**config.mk**
```make
export PLATFORM = sky130hd
export DESIGN_NAME = palr_front
export DESIGN_NICKNAME = d
export VERILOG_FILES = /design/src/rtl/core/palr_pkg.sv /design/src/rtl/core/palr_front.sv
export SDC_FILE = /design/constraint.sdc
export NUM_CORES = 1
export LEC_CHECK = 0
export ABC_AREA = 1
export BUFFER_PORTS_ARGS = -buffer_cell sky130_fd_sc_hd__buf_2
export CAP_MARGIN = 20
export CORE_MARGIN = 2
export CORE_UTILIZATION = 52
export DETAILED_ROUTE_END_ITERATION = 10
export PLACE_DENSITY = 0.89
export SETUP_SLACK_MARGIN = 0.02
export SLEW_MARGIN = 20
export SYNTH_ARGS = -nofsm -noshare
export SYNTH_HDL_FRONTEND = slang
export SYNTH_SLANG_ARGS = --single-unit
```
**constraint.sdc**
```tcl
create_clock -name clk_i -period 2.8 [get_ports clk_i]
set_input_delay 0.28 -clock clk_i [delete_from_list [all_inputs] [get_ports clk_i]]
set_output_delay 0.28 -clock clk_i [all_outputs]
set_load 0.02 [all_outputs]
```
**src/rtl/core/palr_pkg.sv**
```systemverilog
// Package for the path arc-length resampler: widths, defaults, shared types.
// No dependencies.
`timescale 1ns / 1ps
package palr_pkg;
  localparam int unsigned CoordBitsDef = 24;
  localparam int unsigned FracBitsDef = 8;
  localparam int unsigned MaxSamplesDef = 32;
  localparam int unsigned SpBits = 23;
  localparam int unsigned RemBits = 24;
  localparam int unsigned AddrBits = 2;
  localparam logic [AddrBits-1:0] RegSpacing = 2'd0;
  localparam int unsigned QDepth = 2;

  // back-end state machine
  typedef enum logic [3:0] {
    BkIdle, BkSq, BkRoot, BkLen, BkStart, BkDivK, BkPlan, BkMul, BkDiv, BkOut
  } bk_state_e;
endpackage

```
**src/rtl/core/palr_front.sv**
```systemverilog
// Front end: takes vertices, classifies path starts and queues vertices.
// Depends on palr_pkg.
`timescale 1ns / 1ps
module palr_front #(
  parameter int unsigned CoordBits = palr_pkg::CoordBitsDef
) (
  input  logic                        clk_i,
  input  logic                        rst_ni,
  input  logic                        in_valid_i,
  output logic                        in_stall_o,
  input  logic signed [CoordBits-1:0] point_x_i,
  input  logic signed [CoordBits-1:0] point_y_i,
  input  logic                        path_start_i,
  output logic                        q_valid_o,
  input  logic                        q_pop_i,
  output logic signed [CoordBits-1:0] q_x_o,
  output logic signed [CoordBits-1:0] q_y_o,
  output logic                        q_start_o
);
  import palr_pkg::*;

  localparam int unsigned W = 2 * CoordBits + 1;
  logic [W-1:0] mem_q [QDepth];
  logic         wp_q, rp_q, wp_d, rp_d;
  logic [1:0]   cnt_q, cnt_d;
  logic         have_prev_q;
  logic         push;

  assign in_stall_o = (cnt_q == 2'(QDepth));
  assign push = in_valid_i && !in_stall_o;
  assign q_valid_o = (cnt_q != 2'd0);
  assign {q_x_o, q_y_o, q_start_o} = mem_q[rp_q];

  always_comb begin
    wp_d = wp_q ^ push;
    rp_d = rp_q ^ q_pop_i;
    cnt_d = cnt_q + 2'(push) - 2'(q_pop_i);
  end

  // entry write: missing start is treated as start
  always_ff @(posedge clk_i) begin
    if (push) mem_q[wp_q] <= {point_x_i, point_y_i, path_start_i || !have_prev_q};
  end

  always_ff @(posedge clk_i or negedge rst_ni) begin
    if (!rst_ni) begin
      wp_q <= 1'b0; rp_q <= 1'b0; cnt_q <= '0; have_prev_q <= 1'b0;
    end else begin
      wp_q <= wp_d; rp_q <= rp_d; cnt_q <= cnt_d;
      if (push) have_prev_q <= 1'b1;
    end
  end

  a_no_overflow: assert property (@(posedge clk_i) disable iff (!rst_ni)
    cnt_q <= 2'(QDepth)) else $error("queue overflow");
  a_pop_valid: assert property (@(posedge clk_i) disable iff (!rst_ni)
    q_pop_i |-> q_valid_o) else $error("pop on empty queue");
  a_stall_full: assert property (@(posedge clk_i) disable iff (!rst_ni)
    in_stall_o |-> q_valid_o) else $error("stall while empty");
endmodule

```
# Yosys cells after proc, flatten, opt, wreduce, memory -nomap -nowiden
# Memory sizes are Yosys's and may differ from the RTL's.
# Index checks and enable logic that the tools add are counted.
[totals]
reg_bits = 5
ramBits = 98
inputBits = 53
wordCells = 17
n_memories = 1
[classes]
addsub = 2
eq_ne = 1
n_mux = 2
bitwise = 2
reduce_logical = 5
[mem_list]
columns = ["memory", "words", "width", "read_ports", "rd_clocked_by_memory_dff", "write_ports", "line", "rtl"]
rows = [
  ["mem_q", 2, 49, 1, 0, 1, "palr_front.sv:23", "logic [W-1:0] mem_q [QDepth];"],
]
[op_table]
columns = ["operator", "count"]
rows = [
  ["2-bit by 1-bit adder with 2-bit output", 1],
  ["2-bit equality test (second input constant)", 1],
  ["1-bit zero test", 2],
  ["1-bit 2-to-1 mux", 2],
  ["2-bit nonzero test", 1],
  ["2-bit by 1-bit subtractor with 2-bit output", 1],
  ["1-bit XOR", 2],
  ["1-bit logical AND", 1],
  ["1-bit logical OR", 1],
]

# Depth between registers and ports, before layout
# Gate-level depths: netlist of the first run.
[logic_depth]
ltp_word = 5
mapped_depth = 8
depth_no_buf = 8

# Least setup slack after synthesis of the first run
# Ideal clock, no wire load.
[synth_timing]
path_kind = "register -> register"
startpoint = "register cnt_q[1]"
endpoint = "memory mem_q[1][0] in the netlist's numbering (enable)"
t_arrival_ns = 1.826
required_ns = 2.388
path_slack_ns = 0.563
stages_incl_launch_ff = 5
path_buffers = 0
path_cell_list = "dfrtp_1 inv_1 o21ai_1 inv_1 ha_1"
[synth_between]
elab_chain_cells = 5
[synth_rtl]
columns = ["item", "line", "rtl"]
rows = [
  ["from (decl)", "palr_front.sv:25", "logic [1:0] cnt_q, cnt_d;"],
  ["from (signal assigned)", "palr_front.sv:49", "wp_q <= wp_d; rp_q <= rp_d; cnt_q <= cnt_d;"],
  ["2-bit equality test", "palr_front.sv:29", "assign in_stall_o = (cnt_q == 2'(QDepth));"],
  ["1-bit zero test", "palr_front.sv:30", "assign push = in_valid_i && !in_stall_o;"],
  ["1-bit logical AND", "palr_front.sv:30", ""],
  ["net push", "palr_front.sv:27", "logic push;"],
  ["1-bit 2-to-1 mux", "palr_front.sv:42", "if (push) mem_q[wp_q] <= {point_x_i, point_y_i, path_start_i || !have_prev_q};"],
  ["1-bit 2-to-1 mux (not written as such)", "palr_front.sv:42", ""],
  ["to (decl)", "palr_front.sv:23", ""],
]
# The timed path passes the listed nets, and every way through them passes these cells.

# Worst setup path after layout of the first run
[layout_timing]
startpoint = "register rp_q"
endpoint = "output port q_x_o[16]"
[layout_between]
elab_chain_cells = 1
[layout_rtl]
columns = ["item", "line", "rtl"]
rows = [
  ["from (decl)", "palr_front.sv:24", "logic wp_q, rp_q, wp_d, rp_d;"],
  ["from (signal assigned)", "palr_front.sv:49", ""],
  ["memory read 2 x 49 bit", "n/a", ""],
  ["to (decl)", "palr_front.sv:16", "output logic signed [CoordBits-1:0] q_x_o,"],
]
# No other way between the ends.

==> out/qor.yml, run 1 <==
drive_above_1_share: 0.3208
final_antenna_net_count: 0
clk_latency_ns: 0.35
initial_core_util: 0.5391
design_area_um2: 4710
ir_drop_mv: 0.5321
worstSetupPathType: "reg2out"
synth_top_family_by_area: "buffers and inverters"
cts_resized: 0
dr.pass1.iters: 4
diodes: 0
io_pins: 104
synthMuxAreaShare: 0
final_cell_count_no_fill: 498
grt_first_pass_wirelength_um: 10380
startpoint_type: "register"
slew_headroom: 0.5462
vias_per_cell: 4.711
dp_cells: 482
dieHeight_um: 90.72
fin_tns_setup_ns: 0
ys_seq_area_frac: 0.7846
synth_top_area_share: 0.7526
synthCells: 285
cts_tree: "built"
arrival_ns: 1.95
fin_crit_ns: 2.230
core.rowCount: 31
utilization: 0.6493
r2r_start: "cnt_q[1]"
clock_skew_ns: 0.006699
power_leakage_uw: 0.002046
cts_sinks: 103
holdCritPathClass: "in2reg"
synth_fa_ha_area_frac: 0.01280
area_delta_synth_final_pct: 20.45
rsz0062_at_grt: "no"
hold_viol_final: 0
fmax_ghz: 0.4484
synth-compound-area-share: 0.06496
die_x_um: 90.72
placed_area_um2: 4513
tightest_slew_ns: 0.6807
dpl.hpwl_um: 4539
regToRegSetupSlack_ns: 0.89
netlist_area_um2: 3910
gr-total-overflow: 0
synthSimpleGateAreaFrac: 0.05824
cts.clk_slew.worst_paths_ns: 0.09
worstHoldPathCells: 1
synth.largest_area_cell: "edfxtp_1"
grt_max_degree: 50
worst_slack_ns: 0.5700
drc: 0
gp_congestion: 0.7390
root_buffer: "clkbuf_8"
portBuffers: 103
synth_cell_types: 15
critPathCaptureType: "output pin"
final_cell_mix: "buf_2, edfxtp_1, inv_1"
grt_pass1_vias: 2289
routed_wl_um: 6549
die_area_um2: 8229
p_per_area_nw_per_um2: 1023
synthXorXnorAreaFrac: 0.002240
drt_iter0_markers: 121
finalSetupViolations: 0
hp-start: "point_x_i[8]"
synth.area.top_cells: "edfxtp_1, inv_1, nand2_1"
cap_viol_max_count: 0
period_share: 0.7964
final_common_cell: "buf_2"
place_ws_ns: 0.8640
status: "completed"
r2r.worst_path.cells: 5
wl_per_cell_um: 13.15
clock_path_buffers: 2
antenna_found_initial: 0
avgSynthCellArea_um2: 13.72
cts_buffers: 9
synth_fp_nets: 342
vias: 2346
htree_levels: 3
rr_endpoint: "mem_q[1][29]"
coreArea_um2: 7253
whs_endpoint: "mem_q[1][33]"
ys_seq_elements: 103
critical_path_required_ns: 2.52
yosys_warnings: 0
critPathMaxFanout: 49
nets: 452
grtUsageTotal: 0.1638
maxSlewViolCount: 0
## worst max path at each step
stage              endpoint  depth (start not counted)  startpoint
6_report          q_x_o[16]                          4        rp_q
4_1_cts            q_y_o[5]                          4        rp_q
2_1_floorplan   mem_q[1][0]                          4    cnt_q[1]
3_3_place_gp   mem_q[0][33]                          5    cnt_q[1]
5_1_grt            q_y_o[5]                          4        rp_q
3_5_place_dp   mem_q[0][33]                          5    cnt_q[1]
## metal layers
layer,track usage,vias to the layer above,routed length [µm]
met4,0.08077,0,135
met5,0,-,0
met3,0.04591,13,479
li1,-,1165,-
met1,0.1887,1084,2629
met2,0.2811,84,3305
## area by class of cell
| class | count | area (µm²) |
|---|---|---|
| Fill cell | 570 | 2544 |
| Clock buffer | 10 | 127.6 |
| Inverter | 57 | 214.0 |
| Multi-Input combinational cell | 114 | 545.5 |
| Sequential cell | 103 | 3069 |
| Clock inverter | 5 | 58.81 |
| Timing Repair Buffer | 110 | 570.5 |
| Tap cell | 99 | 123.9 |
## critical path: stages, from the launching register on
cell and delay (ns):
dfrtp_2 0.81, buf_4 0.41, nand2_1 0.10, o21ai_1 0.08
buf_2 0.17
## what timing repair did
item                                   CTS  global route
endpoints found under the hold margin    5             0
setup buffers                            0             0
hold buffers                             1             0
## where the power goes
part | switching [µW] | internal, µW | leakage, µW | total, µW
logic | 1150 | 519 | 0.000989 | 1670
registers | 169 | 2100 | 0.000966 | 2270
clock network | 468 | 411 | 0.0000904 | 878
## state kept, by name, summed over array words and instances (netlist names)
name,count
wp_q,1
cnt_q,2
have_prev_q,1
mem_q,98
rp_q,1
## cell usage after synthesis
cell type / number
inv_1: 57
nand3_1: 1
o21ai_2: 1
buf_6: 2
buf_8: 2
ha_1: 4
nand2_1: 55
dfrtp_1: 5
nor2_1: 1
o21ai_1: 10
xor2_1: 1
buf_2: 7
edfxtp_1: 98
or2_2: 2
o21ai_0: 39
## stage by stage
step / hold slack [ns] / power, µW
2_1_floorplan: -0.01559 / 3463
3_5_place_dp: 0.1057 / 4000
3_3_place_gp: 0.1044 / 3939
5_1_grt: 0.09214 / 5106
6_report: 0.1102 / 4816
4_1_cts: 0.09217 / 4872
## kinds of logic after synthesis
group | count (synthesis)
flops | 103
buf+inv | 68
simple gates | 59
compound gates | 50
fa+ha+maj | 4
xor+xnor | 1
Note: power is estimated with default switching activity, not from simulation.
==> run 2: changes to the inputs <==
==> constraint.sdc (replaced) <==
create_clock -name clk_i -period 2.2 [get_ports clk_i]
set_input_delay 0.22 -clock clk_i [delete_from_list [all_inputs] [get_ports clk_i]]
set_output_delay 0.22 -clock clk_i [all_outputs]
set_load 0.02 [all_outputs]
==> out/qor.yml, run 2 (synthesis gave the netlist of run 1 again) <==
status: "completed"
gp_congestion: 0.6908
holdCritPathClass: "in2reg"
final_antenna_net_count: 0
die_area_um2: 8229
worstHoldPathCells: 1
largest-register: "mem_q"
final_common_cell: "buf_2"
critPathCaptureType: "output pin"
initial_core_util: 0.5391
final_cell_mix: "buf_2, edfxtp_1, inv_1"
crit_family: "flip-flops"
rsz0062_at_grt: "no"
critPathMaxFanout: 64
ir_drop_mv: 0.7178
nets: 451
placed_area_um2: 4518
cts_sinks: 103
largest_register_ffs: 98
grt_max_degree: 65
drc: 0
clock_path_buffers: 2
p_per_area_nw_per_um2: 1300
power_leakage_uw: 0.002044
crit_chain: "buf_12, nand2_1, o21ai_0, buf_2"
drive_above_1_share: 0.3216
area_delta_synth_final_pct: 20.64
dp_cells: 481
grtUsageTotal: 0.1598
worst-path-stages: 4
wl_per_cell_um: 12.92
cap_viol_max_count: 0
cts.clk_slew.worst_paths_ns: 0.09
whs_ns: 0.05057
nFillCells: 544
dr.pass1.iters: 4
tightest_slew_ns: 0.4144
critical_path_required_ns: 1.98
dieHeight_um: 90.72
root_buffer: "clkbuf_8"
ff_latch_area_um2: 3072
period_share: 0.8672
vias: 2335
cts_tree: "built"
routed_wl_um: 6419
die_x_um: 90.72
cts_buffers: 9
clock_skew_ns: 0.007050
grt_pass1_vias: 2256
top_regs: "mem_q: 98 flops, cnt_q: 2 flops"
final_cell_count_no_fill: 497
grt_first_pass_wirelength_um: 10120
multi_input_area_um2: 545.5
power.total_uw: 6132
cts_setup_buffers: 0
io_pins: 104
fin_crit_ns: 1.908
crit_buf_inv: 2
fmax_ghz: 0.5241
slowest_delay_ns: 0.65
dpl.hpwl_um: 4430
design_area_um2: 4717
arrival_ns: 1.69
antenna_found_initial: 0
htree_levels: 3
hold_viol_final: 0
worstSetupPathType: "reg2out"
critPathSlowestCell: "dfrtp_4"
gr-total-overflow: 0
diodes: 0
vias_per_cell: 4.698
r2r.worst_path.cells: 5
clk_latency_ns: 0.35
startpoint_type: "register"
coreArea_um2: 7253
maxSlewViolCount: 0
core.rowCount: 31
portBuffers: 103
finalSetupViolations: 0
drt_iter0_markers: 94
slew_headroom: 0.7237
==> run 2: cell types whose count changed in the layout (fill, tap and decap cells not counted) <==
cell	change
clkinvlp_4	+1
buf_12	+1
buf_4	-2
dfrtp_2	-1
dfrtp_4	+1
clkinv_4	-1
clkinv_1	-1
clkinv_2	+1
==> run 2: layout make-up <==
type | instances | share of cell area
clock buffers | 10 | 0.02706
clock inverters | 5 | 0.01247
inverters | 57 | 0.04536
multi-input cells | 114 | 0.1156
flip-flops and latches | 103 | 0.6512
well taps | 99 | 0.02626
repair buffers | 109 | 0.1220
==> run 2: final timing paths <==
check                        startpoint           end  slack, ns
setup reg to reg               cnt_q[1]  mem_q[1][17]       0.60
hold reg to reg             have_prev_q   have_prev_q       0.45
hold / removal             point_x_i[8]  mem_q[1][33]       0.05
setup / recovery                   rp_q      q_y_o[8]       0.29
min in group asynchronous        rst_ni      cnt_q[1]       0.21
max in group asynchronous        rst_ni          rp_q       1.83
==> run 2: worst register-to-register path: cells and delay by family (launching register included) <==
family	cells	cell delay [ns]
buffers and inverters	3	0.57
DFF	1	0.40
adders and majority gates	1	0.18
AOI/OAI and AO/OA	1	0.09
==> run 2: metrics by stage <==
step	setup WS, ns	TNS, ns	util
detailed placement	0.5238	0	0.6229
floorplan	-0.03744	-3.669	-
global placement	0.5467	0	0.6229
finish	0.2921	0	0.6503
CTS	0.1373	0	0.6500
global route	0.1412	0	0.6503
==> run 2: report_power, final <==
part / leakage, µW / switching, µW / internal, µW / total [µW]
clock network: 0.0000888 / 584 / 522 / 1110
logic: 0.000988 / 1500 / 659 / 2160
registers: 0.000967 / 195 / 2680 / 2870
==> run 2: what timing repair did <==
| action | CTS | global route |
|---|---|---|
| setup endpoints to repair | 0 | 7 |
| hold buffers | 1 | 0 |
| resized for setup | 0 | 1 |
| endpoints found under the hold margin | 5 | 0 |
==> run 2: per-layer routing <==
metal	track usage	share of wire
met5	0	0
met1	0.1886	0.41
met2	0.2711	0.51
met3	0.04007	0.056
met4	0.08205	0.025
